## config.mk

```make
export PLATFORM = sky130hd
export DESIGN_NAME = arp_receive_and_cache_flat
export DESIGN_NICKNAME = d
export VERILOG_FILES = /design/src/sv/arpc_pkg.sv /design/src/sv/arpc_if.sv /design/src/sv/arpc_cell.sv /design/src/sv/arp_receive_and_cache.sv /design/src/flat_wrapper.sv
export SDC_FILE = /design/constraint.sdc
export NUM_CORES = 2
export LEC_CHECK = 0
export BUFFER_PORTS_ARGS = -buffer_cell sky130_fd_sc_hd__buf_4
export CAP_MARGIN = 20
export CELL_PAD_IN_SITES_DETAIL_PLACEMENT = 0
export CELL_PAD_IN_SITES_GLOBAL_PLACEMENT = 1
export CORE_MARGIN = 1.5
export CORE_UTILIZATION = 55
export DETAILED_ROUTE_END_ITERATION = 10
export PLACE_DENSITY = 0.91
export SLEW_MARGIN = 30
export SYNTH_ARGS = -nofsm -noshare
export SYNTH_HDL_FRONTEND = slang
export SYNTH_SLANG_ARGS = --single-unit
```

## constraint.sdc

```tcl
create_clock -name clk -period 25 [get_ports clk]
set_clock_uncertainty 0.2 [all_clocks]
set_input_delay 1.25 -clock clk [delete_from_list [all_inputs] [get_ports clk]]
set_output_delay 1.25 -clock clk [all_outputs]
set_load 0.05 [all_outputs]
```

## src/sv/arpc_pkg.sv

```systemverilog
// arpc_pkg: shared types and header constants for the ARP receive block.
// No dependencies; used by the cache cells and the top level.
package arpc_pkg;

	// item kinds
	localparam logic OPC_FRAME  = 1'b0;
	localparam logic OPC_LOOKUP = 1'b1;

	// header checks
	localparam logic [15:0] MIN_FRAME_LEN  = 16'(14 + 28);
	localparam logic [15:0] ETYPE_ARP      = 16'h0806;
	localparam logic [15:0] PTYPE_IPV4     = 16'h0800;
	localparam logic [7:0]  HW_ADDR_LEN    = 8'd6;
	localparam logic [7:0]  PROTO_ADDR_LEN = 8'd4;
	localparam logic [15:0] OPER_REQUEST   = 16'd1;

	// search token passed from cell to cell
	typedef struct packed {
		logic        valid;
		logic [31:0] ip;
		logic        hit;
		logic        free;
		logic [47:0] mac;
	} tok_t;

	// cache write broadcast to all cells
	typedef struct packed {
		logic        en;
		logic [31:0] ip;
		logic [47:0] mac;
	} wr_t;

	// captured input word
	typedef struct packed {
		logic        opcode;
		logic [15:0] frame_length;
		logic [15:0] ethertype;
		logic [15:0] proto_type;
		logic [7:0]  hw_len;
		logic [7:0]  proto_len;
		logic [15:0] arp_oper;
		logic [47:0] sender_mac;
		logic [31:0] sender_ip;
		logic [31:0] tgt_ip;
		logic [31:0] query_ip;
	} item_t;

endpackage

```

## src/sv/arpc_if.sv

```systemverilog
// arpc_if: valid/ready channel interfaces for input and result words.
// No dependencies.
interface arpc_item_if;
	logic        valid;
	logic        ready;
	logic        opcode;
	logic [15:0] frame_length;
	logic [15:0] ethertype;
	logic [15:0] proto_type;
	logic [7:0]  hw_len;
	logic [7:0]  proto_len;
	logic [15:0] arp_oper;
	logic [47:0] sender_mac;
	logic [31:0] sender_ip;
	logic [31:0] tgt_ip;
	logic [31:0] query_ip;

	modport source (output valid, opcode, frame_length, ethertype, proto_type, hw_len,
		proto_len, arp_oper, sender_mac, sender_ip, tgt_ip, query_ip, input ready);
	modport sink (input valid, opcode, frame_length, ethertype, proto_type, hw_len,
		proto_len, arp_oper, sender_mac, sender_ip, tgt_ip, query_ip, output ready);
endinterface

interface arpc_result_if;
	logic        valid;
	logic        ready;
	logic        consumed;
	logic        learned;
	logic        reply_needed;
	logic [47:0] reply_mac;
	logic [31:0] reply_ip;
	logic        hit;
	logic [47:0] found_mac;

	modport source (output valid, consumed, learned, reply_needed, reply_mac, reply_ip,
		hit, found_mac, input ready);
	modport sink (input valid, consumed, learned, reply_needed, reply_mac, reply_ip,
		hit, found_mac, output ready);
endinterface

```

## src/sv/arpc_cell.sv

```systemverilog
// arpc_cell: one cache entry plus one stage of the search chain.
// Depends on arpc_pkg.
module arpc_cell #(
	parameter int IDX    = 0,
	parameter int SLOT_W = 3
) (
	input  logic               clk,
	input  logic               arst_n,
	input  arpc_pkg::tok_t     prev_tok,
	input  logic [SLOT_W-1:0]  prev_hit_slot,
	input  logic [SLOT_W-1:0]  prev_free_slot,
	output arpc_pkg::tok_t     next_tok,
	output logic [SLOT_W-1:0]  next_hit_slot,
	output logic [SLOT_W-1:0]  next_free_slot,
	input  arpc_pkg::wr_t      wr,
	input  logic [SLOT_W-1:0]  wr_slot
);
	import arpc_pkg::*;

	localparam logic [SLOT_W-1:0] MY_SLOT = SLOT_W'(IDX);

	logic [31:0] ent_ip_q;
	logic [47:0] ent_mac_q;
	logic        ent_valid_q;
	logic        tok_valid_q;
	tok_t        tok_q;
	logic [SLOT_W-1:0] hit_slot_q;
	logic [SLOT_W-1:0] free_slot_q;
	tok_t        tok_d;
	logic [SLOT_W-1:0] hit_slot_d;
	logic [SLOT_W-1:0] free_slot_d;
	logic        match;
	logic        take_free;

	// first valid match wins; first empty entry noted for learning
	assign match     = !prev_tok.hit && ent_valid_q && (ent_ip_q == prev_tok.ip);
	assign take_free = !prev_tok.hit && !prev_tok.free && !ent_valid_q;

	always_comb begin
		tok_d       = prev_tok;
		hit_slot_d  = prev_hit_slot;
		free_slot_d = prev_free_slot;
		if (match) begin
			tok_d.hit  = 1'b1;
			tok_d.mac  = ent_mac_q;
			hit_slot_d = MY_SLOT;
		end
		if (take_free) begin
			tok_d.free  = 1'b1;
			free_slot_d = MY_SLOT;
		end
	end

	always_ff @(posedge clk or negedge arst_n) begin
		if (!arst_n) begin
			ent_valid_q <= 1'b0;
			tok_valid_q <= 1'b0;
		end else begin
			tok_valid_q <= prev_tok.valid;
			if (wr.en && wr_slot == MY_SLOT) begin
				ent_valid_q <= 1'b1;
			end
		end
	end

	always_ff @(posedge clk) begin
		if (wr.en && wr_slot == MY_SLOT) begin
			ent_ip_q  <= wr.ip;
			ent_mac_q <= wr.mac;
		end
		tok_q       <= tok_d;
		hit_slot_q  <= hit_slot_d;
		free_slot_q <= free_slot_d;
	end

	always_comb begin
		next_tok       = tok_q;
		next_tok.valid = tok_valid_q;
	end
	assign next_hit_slot  = hit_slot_q;
	assign next_free_slot = free_slot_q;

endmodule

```

## src/sv/arp_receive_and_cache.sv

```systemverilog
// ARP receive engine with a fully associative IPv4-to-MAC cache of ENTRIES
// entries. Each input word is a parsed ARP frame or a cache lookup and gives
// exactly one result word. The cache is a row of cells, one entry each; a
// search token enters the first cell when a word is accepted and moves one
// cell per clock, so it reaches the end of the row and is captured there;
// the commit that follows writes the cache and loads the result register.
// One word is in work at a time: the next word can be accepted on the
// cycle after the result is loaded. A pending result does not block
// acceptance of the next word, but that word's commit waits until the
// pending result drains.
// Learning overwrites a matching valid entry, else the lowest empty entry,
// else entry 0. The valid bits clear on reset; our_ip resets to 0 and is
// written through cfg_we/cfg_wdata. The user must write it only while the
// block is idle; the block itself does not enforce this.
// Depends on arpc_pkg, arpc_if (interfaces) and arpc_cell.
module arp_receive_and_cache #(
	parameter int ENTRIES = 8
) (
	input  logic                 clk,
	input  logic                 arst_n,
	input  logic                 cfg_we,
	input  logic [31:0]          cfg_wdata,
	arpc_item_if.sink            item,
	arpc_result_if.source        result
);
	import arpc_pkg::*;

	localparam int SLOT_W = (ENTRIES > 1) ? $clog2(ENTRIES) : 1;

	localparam logic [1:0] ST_IDLE = 2'd0;
	localparam logic [1:0] ST_SCAN = 2'd1;
	localparam logic [1:0] ST_DONE = 2'd2;

	logic [1:0]  state_q;
	logic [31:0] our_ip_q;
	item_t       item_q;
	logic        accept;

	// chain wiring: index k feeds cell k
	tok_t              tok_c       [0:ENTRIES];
	logic [SLOT_W-1:0] hit_slot_c  [0:ENTRIES];
	logic [SLOT_W-1:0] free_slot_c [0:ENTRIES];

	// token captured at chain end
	logic              tok_hit_q;
	logic              tok_free_q;
	logic [47:0]       tok_mac_q;
	logic [SLOT_W-1:0] hit_slot_q;
	logic [SLOT_W-1:0] free_slot_q;

	// result register
	logic        res_valid_q;
	logic        res_consumed_q;
	logic        res_learned_q;
	logic        res_reply_q;
	logic [47:0] res_reply_mac_q;
	logic [31:0] res_reply_ip_q;
	logic        res_hit_q;
	logic [47:0] res_found_mac_q;

	// decode of the word in work
	logic        is_lookup;
	logic        frame_ok;
	logic        fmt_ok;
	logic        do_learn;
	logic        do_reply;
	logic        commit;
	wr_t         wr;
	logic [SLOT_W-1:0] wr_slot;

	assign item.ready = (state_q == ST_IDLE);
	assign accept     = item.valid && item.ready;

	// launch the search key into the first cell on accept
	assign tok_c[0].valid = accept;
	assign tok_c[0].ip    = (item.opcode == OPC_LOOKUP) ? item.query_ip : item.sender_ip;
	assign tok_c[0].hit   = 1'b0;
	assign tok_c[0].free  = 1'b0;
	assign tok_c[0].mac   = '0;
	assign hit_slot_c[0]  = '0;
	assign free_slot_c[0] = '0;

	for (genvar k = 0; k < ENTRIES; k++) begin : g_cell
		arpc_cell #(
			.IDX    (k),
			.SLOT_W (SLOT_W)
		) u_cell (
			.clk            (clk),
			.arst_n         (arst_n),
			.prev_tok       (tok_c[k]),
			.prev_hit_slot  (hit_slot_c[k]),
			.prev_free_slot (free_slot_c[k]),
			.next_tok       (tok_c[k+1]),
			.next_hit_slot  (hit_slot_c[k+1]),
			.next_free_slot (free_slot_c[k+1]),
			.wr             (wr),
			.wr_slot        (wr_slot)
		);
	end

	// header checks on the captured word
	assign is_lookup = (item_q.opcode == OPC_LOOKUP);
	assign frame_ok  = !is_lookup && (item_q.frame_length >= MIN_FRAME_LEN)
		&& (item_q.ethertype == ETYPE_ARP);
	assign fmt_ok    = (item_q.proto_type == PTYPE_IPV4) && (item_q.hw_len == HW_ADDR_LEN)
		&& (item_q.proto_len == PROTO_ADDR_LEN);
	assign do_learn  = frame_ok && fmt_ok;
	assign do_reply  = do_learn && (item_q.arp_oper == OPER_REQUEST)
		&& (item_q.tgt_ip == our_ip_q);

	// finish when the result register is free or being drained
	assign commit = (state_q == ST_DONE) && (!res_valid_q || result.ready);

	always_comb begin
		wr.en  = commit && do_learn;
		wr.ip  = item_q.sender_ip;
		wr.mac = item_q.sender_mac;
		// match slot, else lowest empty slot, else evict slot 0
		if (tok_hit_q) begin
			wr_slot = hit_slot_q;
		end else if (tok_free_q) begin
			wr_slot = free_slot_q;
		end else begin
			wr_slot = '0;
		end
	end

	always_ff @(posedge clk or negedge arst_n) begin
		if (!arst_n) begin
			state_q     <= ST_IDLE;
			our_ip_q    <= '0;
			res_valid_q <= 1'b0;
		end else begin
			if (cfg_we) begin
				our_ip_q <= cfg_wdata;
			end
			// a new result replaces one leaving in the same cycle
			if (commit) begin
				res_valid_q <= 1'b1;
			end else if (result.valid && result.ready) begin
				res_valid_q <= 1'b0;
			end
			case (state_q)
				ST_IDLE: begin
					if (accept) begin
						state_q <= ST_SCAN;
					end
				end
				ST_SCAN: begin
					if (tok_c[ENTRIES].valid) begin
						state_q <= ST_DONE;
					end
				end
				ST_DONE: begin
					if (commit) begin
						state_q <= ST_IDLE;
					end
				end
				default: begin
					state_q <= ST_IDLE;
				end
			endcase
		end
	end

	always_ff @(posedge clk) begin
		if (accept) begin
			item_q.opcode       <= item.opcode;
			item_q.frame_length <= item.frame_length;
			item_q.ethertype    <= item.ethertype;
			item_q.proto_type   <= item.proto_type;
			item_q.hw_len       <= item.hw_len;
			item_q.proto_len    <= item.proto_len;
			item_q.arp_oper     <= item.arp_oper;
			item_q.sender_mac   <= item.sender_mac;
			item_q.sender_ip    <= item.sender_ip;
			item_q.tgt_ip       <= item.tgt_ip;
			item_q.query_ip     <= item.query_ip;
		end
		if (state_q == ST_SCAN && tok_c[ENTRIES].valid) begin
			tok_hit_q   <= tok_c[ENTRIES].hit;
			tok_free_q  <= tok_c[ENTRIES].free;
			tok_mac_q   <= tok_c[ENTRIES].mac;
			hit_slot_q  <= hit_slot_c[ENTRIES];
			free_slot_q <= free_slot_c[ENTRIES];
		end
		if (commit) begin
			res_consumed_q  <= frame_ok;
			res_learned_q   <= do_learn;
			res_reply_q     <= do_reply;
			res_reply_mac_q <= do_reply ? item_q.sender_mac : 48'd0;
			res_reply_ip_q  <= do_reply ? item_q.sender_ip : 32'd0;
			res_hit_q       <= is_lookup && tok_hit_q;
			res_found_mac_q <= (is_lookup && tok_hit_q) ? tok_mac_q : 48'd0;
		end
	end

	assign result.valid        = res_valid_q;
	assign result.consumed     = res_consumed_q;
	assign result.learned      = res_learned_q;
	assign result.reply_needed = res_reply_q;
	assign result.reply_mac    = res_reply_mac_q;
	assign result.reply_ip     = res_reply_ip_q;
	assign result.hit          = res_hit_q;
	assign result.found_mac    = res_found_mac_q;

endmodule

```

## src/flat_wrapper.sv

```systemverilog
// flat-port wrapper written by rule: the top's interface ports become plain ports
module arp_receive_and_cache_flat import arpc_pkg::*;
#(
	parameter int ENTRIES = 8
)
  (clk, arst_n, cfg_we, cfg_wdata, item_valid, item_opcode, item_frame_length, item_ethertype, item_proto_type, item_hw_len, item_proto_len, item_arp_oper, item_sender_mac, item_sender_ip, item_tgt_ip, item_query_ip, item_ready, result_valid, result_consumed, result_learned, result_reply_needed, result_reply_mac, result_reply_ip, result_hit, result_found_mac, result_ready);
  arpc_item_if item_i ();
  arpc_result_if result_i ();
  input  logic clk;
  input  logic arst_n;
  input  logic cfg_we;
  input  logic [31:0] cfg_wdata;
  input wire logic [$bits(item_i.valid)-1:0] item_valid;
  input wire logic [$bits(item_i.opcode)-1:0] item_opcode;
  input wire logic [$bits(item_i.frame_length)-1:0] item_frame_length;
  input wire logic [$bits(item_i.ethertype)-1:0] item_ethertype;
  input wire logic [$bits(item_i.proto_type)-1:0] item_proto_type;
  input wire logic [$bits(item_i.hw_len)-1:0] item_hw_len;
  input wire logic [$bits(item_i.proto_len)-1:0] item_proto_len;
  input wire logic [$bits(item_i.arp_oper)-1:0] item_arp_oper;
  input wire logic [$bits(item_i.sender_mac)-1:0] item_sender_mac;
  input wire logic [$bits(item_i.sender_ip)-1:0] item_sender_ip;
  input wire logic [$bits(item_i.tgt_ip)-1:0] item_tgt_ip;
  input wire logic [$bits(item_i.query_ip)-1:0] item_query_ip;
  output wire logic [$bits(item_i.ready)-1:0] item_ready;
  output wire logic [$bits(result_i.valid)-1:0] result_valid;
  output wire logic [$bits(result_i.consumed)-1:0] result_consumed;
  output wire logic [$bits(result_i.learned)-1:0] result_learned;
  output wire logic [$bits(result_i.reply_needed)-1:0] result_reply_needed;
  output wire logic [$bits(result_i.reply_mac)-1:0] result_reply_mac;
  output wire logic [$bits(result_i.reply_ip)-1:0] result_reply_ip;
  output wire logic [$bits(result_i.hit)-1:0] result_hit;
  output wire logic [$bits(result_i.found_mac)-1:0] result_found_mac;
  input wire logic [$bits(result_i.ready)-1:0] result_ready;
  assign item_i.valid = item_valid;
  assign item_i.opcode = item_opcode;
  assign item_i.frame_length = item_frame_length;
  assign item_i.ethertype = item_ethertype;
  assign item_i.proto_type = item_proto_type;
  assign item_i.hw_len = item_hw_len;
  assign item_i.proto_len = item_proto_len;
  assign item_i.arp_oper = item_arp_oper;
  assign item_i.sender_mac = item_sender_mac;
  assign item_i.sender_ip = item_sender_ip;
  assign item_i.tgt_ip = item_tgt_ip;
  assign item_i.query_ip = item_query_ip;
  assign item_ready = item_i.ready;
  assign result_valid = result_i.valid;
  assign result_consumed = result_i.consumed;
  assign result_learned = result_i.learned;
  assign result_reply_needed = result_i.reply_needed;
  assign result_reply_mac = result_i.reply_mac;
  assign result_reply_ip = result_i.reply_ip;
  assign result_hit = result_i.hit;
  assign result_found_mac = result_i.found_mac;
  assign result_i.ready = result_ready;
  arp_receive_and_cache #(.ENTRIES(ENTRIES)) u_core (.clk(clk), .arst_n(arst_n), .cfg_we(cfg_we), .cfg_wdata(cfg_wdata), .item(item_i), .result(result_i));
endmodule
```

==> out/metrics.yaml <==
htreeDepth: 4
critPathLaunchType: "flop"
hold_end: "u_core.g_cell[2].u_cell.tok_valid_q"
root_buffer: "clkbuf_16"
timing.final.crit_share_pct: 16.5
clock_sinks: 1729
syn-cell-area_sq_um: 55700
cp.arrival_ns: 4.29
post_cts_buffers: 0
final_util_pct: 65.4
clk_path_buf_depth: 3
p_comb_share_pct: 4.5
path_cells: "buf_4 > nor2_1 > nand4_1 > a311oi_1 > nand2_4 > nor3_2 > buf_4 > buf_4"
p_sw_uw: 1300
setup_violations: 0
rr_startpoint: "u_core.is_lookup"
final_common_cell: "edfxtp_1"
setup_ws_ns: 20.86
yosysWarnings: 0
synth_edf_count: 1020
maxCapViolCount: 0
cp_data_required_time_ns: 25.16
hold_path_depth: 0
design_area_sq_um: 65600
critPathSlowestCell: "buf_4"
r2r_cells: 8
clkLatencyLatePin_ns: 0.75
viasPerCell: 5.33
grt_first_pass_wirelength_mm: 173
grt_max_degree: 134
place.gp.congestion: 0.828
port_buffers: 394
drt_first_pass_iters: 5
rows: 116
num_vias: 27000
gr-usage-met3_pct: 4.29
reg2reg_to: "u_core.g_cell[4].u_cell.ent_mac_q[17]"
p_per_area_nw_per_um2: 90.4
cts_resized: 0
power.clock.fraction_pct: 40.1
hold_path.class: "reg -> reg"
wire_per_inst_um: 23.3
grt_use_total_pct: 22.9
wirelength_mm: 118
postCtsHoldBufs: 0
route.detailed.drc: 0
fmax_mhz: 242
synthToLayoutAreaGrowth_pct: 17.7
status: "finished clean"
synth.avg_cell_area_sq_um: 18.1
crit_top_cell: "buf_4"
hpwl_mm: 71.1
start_util_pct: 55.5
grt_pass1_vias: 28000
p_seq_share_pct: 55.4
post-place-ws_ns: 20.36
drv_slew: 0
use_met1_pct: 30.7
cpPeakStageDelay_ns: 0.75
irDropWorstVdd_mv: 0.0682
worstSetupPathType: "reg -> reg"
hold_viol_final: 0
yosys.cell_types.count: 50
nets: 3831
worstMarginPinSlew_ns: 1.06
worst_setup_path_end_kind: "flop"
synth_ff_type: "edfxtp_1"
syn_nets: 3337
antenna_found_initial: 6
coreArea_sq_um: 100000
hold_path.startpoint: "u_core.g_cell[1].u_cell.tok_valid_q"
reg2reg_slack_ns: 20.86
dpl_cell_area_sq_um: 60300
use_met2_pct: 37.1
synth_seq_area_share_pct: 80.9
cts_inserted_buffers: 158
critPathMaxFanout: 50
cts_tree: "built"
die-area_sq_um: 103000
top_usage_layer: "met2"
gr-total-overflow: 0
p_int_uw: 4630
clkTransAtPathRegs_ns: 0.06
critPathBufInv: 3
syn_inst: 3075
ioPinCount: 396
drtIter0Drc: 2065
fillers: 6527
tns_ns: 0
slew_headroom_pct: 28.3
async_flop_share_pct: 2.95
chipWidth_um: 321
layout_min_cycle_time_ns: 4.14
die_y_um: 321
drtAntennaViolNets: 0
final_cell_mix: "edfxtp_1, dfxtp_1, buf_4"
power.leakage_uw: 0.0243
final_layout_size_suffix_gt1_share_pct: 30.1
grt_setup_unrepaired: "no"
critPathTopFamily: "buffers and inverters"
ys_ff_latch: 1729
swShare_pct: 21.9
## registers in the layout, summed over array words and instances (netlist names), 17 cells and up
register,cells
u_core.g_cell.u_cell.ent_mac_q,384
u_core.tok_mac_q,48
u_core.item_q,191
u_core.g_cell.u_cell.ent_ip_q,256
u_core.result.reply_ip,32
u_core.our_ip_q,32
u_core.g_cell.u_cell.next_free_slot,17
u_core.result.found_mac,48
u_core.g_cell.u_cell.next_hit_slot,17
u_core.result.reply_mac,48
u_core.g_cell.u_cell.next_tok,624
## metrics by stage
step | cells | total power (uW) | hold slack, ns
final | 5067 | 5930 | 0.144
after global routing | 5065 | 6100 | 0.147
after CTS | 5062 | 5960 | 0.143
after detailed placement | 4764 | 3610 | 0.136
after global placement | 4763 | 3600 | 0.131
after floorplan | 3075 | 3450 | 0.131
## power by group through the flow
stage | logic (uW) | registers [uW] | clock network, uW
final | 264 | 3290 | 2380
after global routing | 281 | 3290 | 2520
after detailed placement | 264 | 3340 | 0
after floorplan | 101 | 3350 | 0
after CTS | 265 | 3280 | 2410
after global placement | 259 | 3340 | 0
## routing by layer
layer / routed length (um) / part of all wire (%)
met5: 0 / 0
met1: 49300 / 42
met3: 8330 / 7.1
met4: 4040 / 3.4
met2: 56300 / 48
## synth_stat cells (9+ instances only)
cell type,n,area [sq um]
and3_1,48,300
buf_2,46,230
clkbuf_1,37,139
dfrtp_1,51,1280
dfxtp_1,658,13200
edfxtp_1,1020,30600
inv_1,96,360
mux2_2,378,4260
mux2_4,11,165
nand2_1,18,67.6
nand3_1,56,280
nand4_1,24,150
nor2_1,9,33.8
nor2b_1,11,68.8
nor3_1,140,701
nor3_2,14,140
nor4_1,63,394
or2_2,25,156
xnor2_1,68,596
xor2_1,214,1870
## area by class of cell
| type | instances | area (sq um) | area share (%) |
|---|---|---|---|
| inverters | 96 | 360 | 0.550 |
| diodes | 3 | 7.51 | 0.0115 |
| flip-flops and latches | 1729 | 45100 | 68.8 |
| multi-input cells | 1153 | 9910 | 15.1 |
| well taps | 1357 | 1700 | 2.59 |
| clock inverters | 57 | 534 | 0.815 |
| clock buffers | 241 | 4690 | 7.15 |
| repair buffers | 431 | 3280 | 5.00 |
## worst max path at each step
| stage | start | to | cells past startpoint |
|---|---|---|---|
| 6_report | u_core.is_lookup | u_core.g_cell[4].u_cell.ent_mac_q[17] | 8 |
| 5_1_grt | u_core.is_lookup | u_core.g_cell[4].u_cell.ent_mac_q[9] | 8 |
| 4_1_cts | u_core.is_lookup | u_core.g_cell[4].u_cell.ent_mac_q[17] | 8 |
| 3_5_place_dp | result_ready | u_core.g_cell[6].u_cell.ent_mac_q[13] | 7 |
| 3_3_place_gp | item_opcode | u_core.g_cell[0].u_cell.next_tok[24] | 6 |
| 2_1_floorplan | result_ready | u_core.g_cell[1].u_cell.ent_ip_q[0] | 4 |
## cells by family after synthesis
kind of cell | count (synthesis) | share of synthesized area [%]
XOR/XNOR | 282 | 4.43
multiplexers | 400 | 8.15
AO/OA/AOI/OAI | 34 | 0.438
flip-flops | 1729 | 80.9
AND/OR/NAND/NOR | 437 | 4.55
buffers and inverters | 193 | 1.50
(Power assumes the default switching activity.)
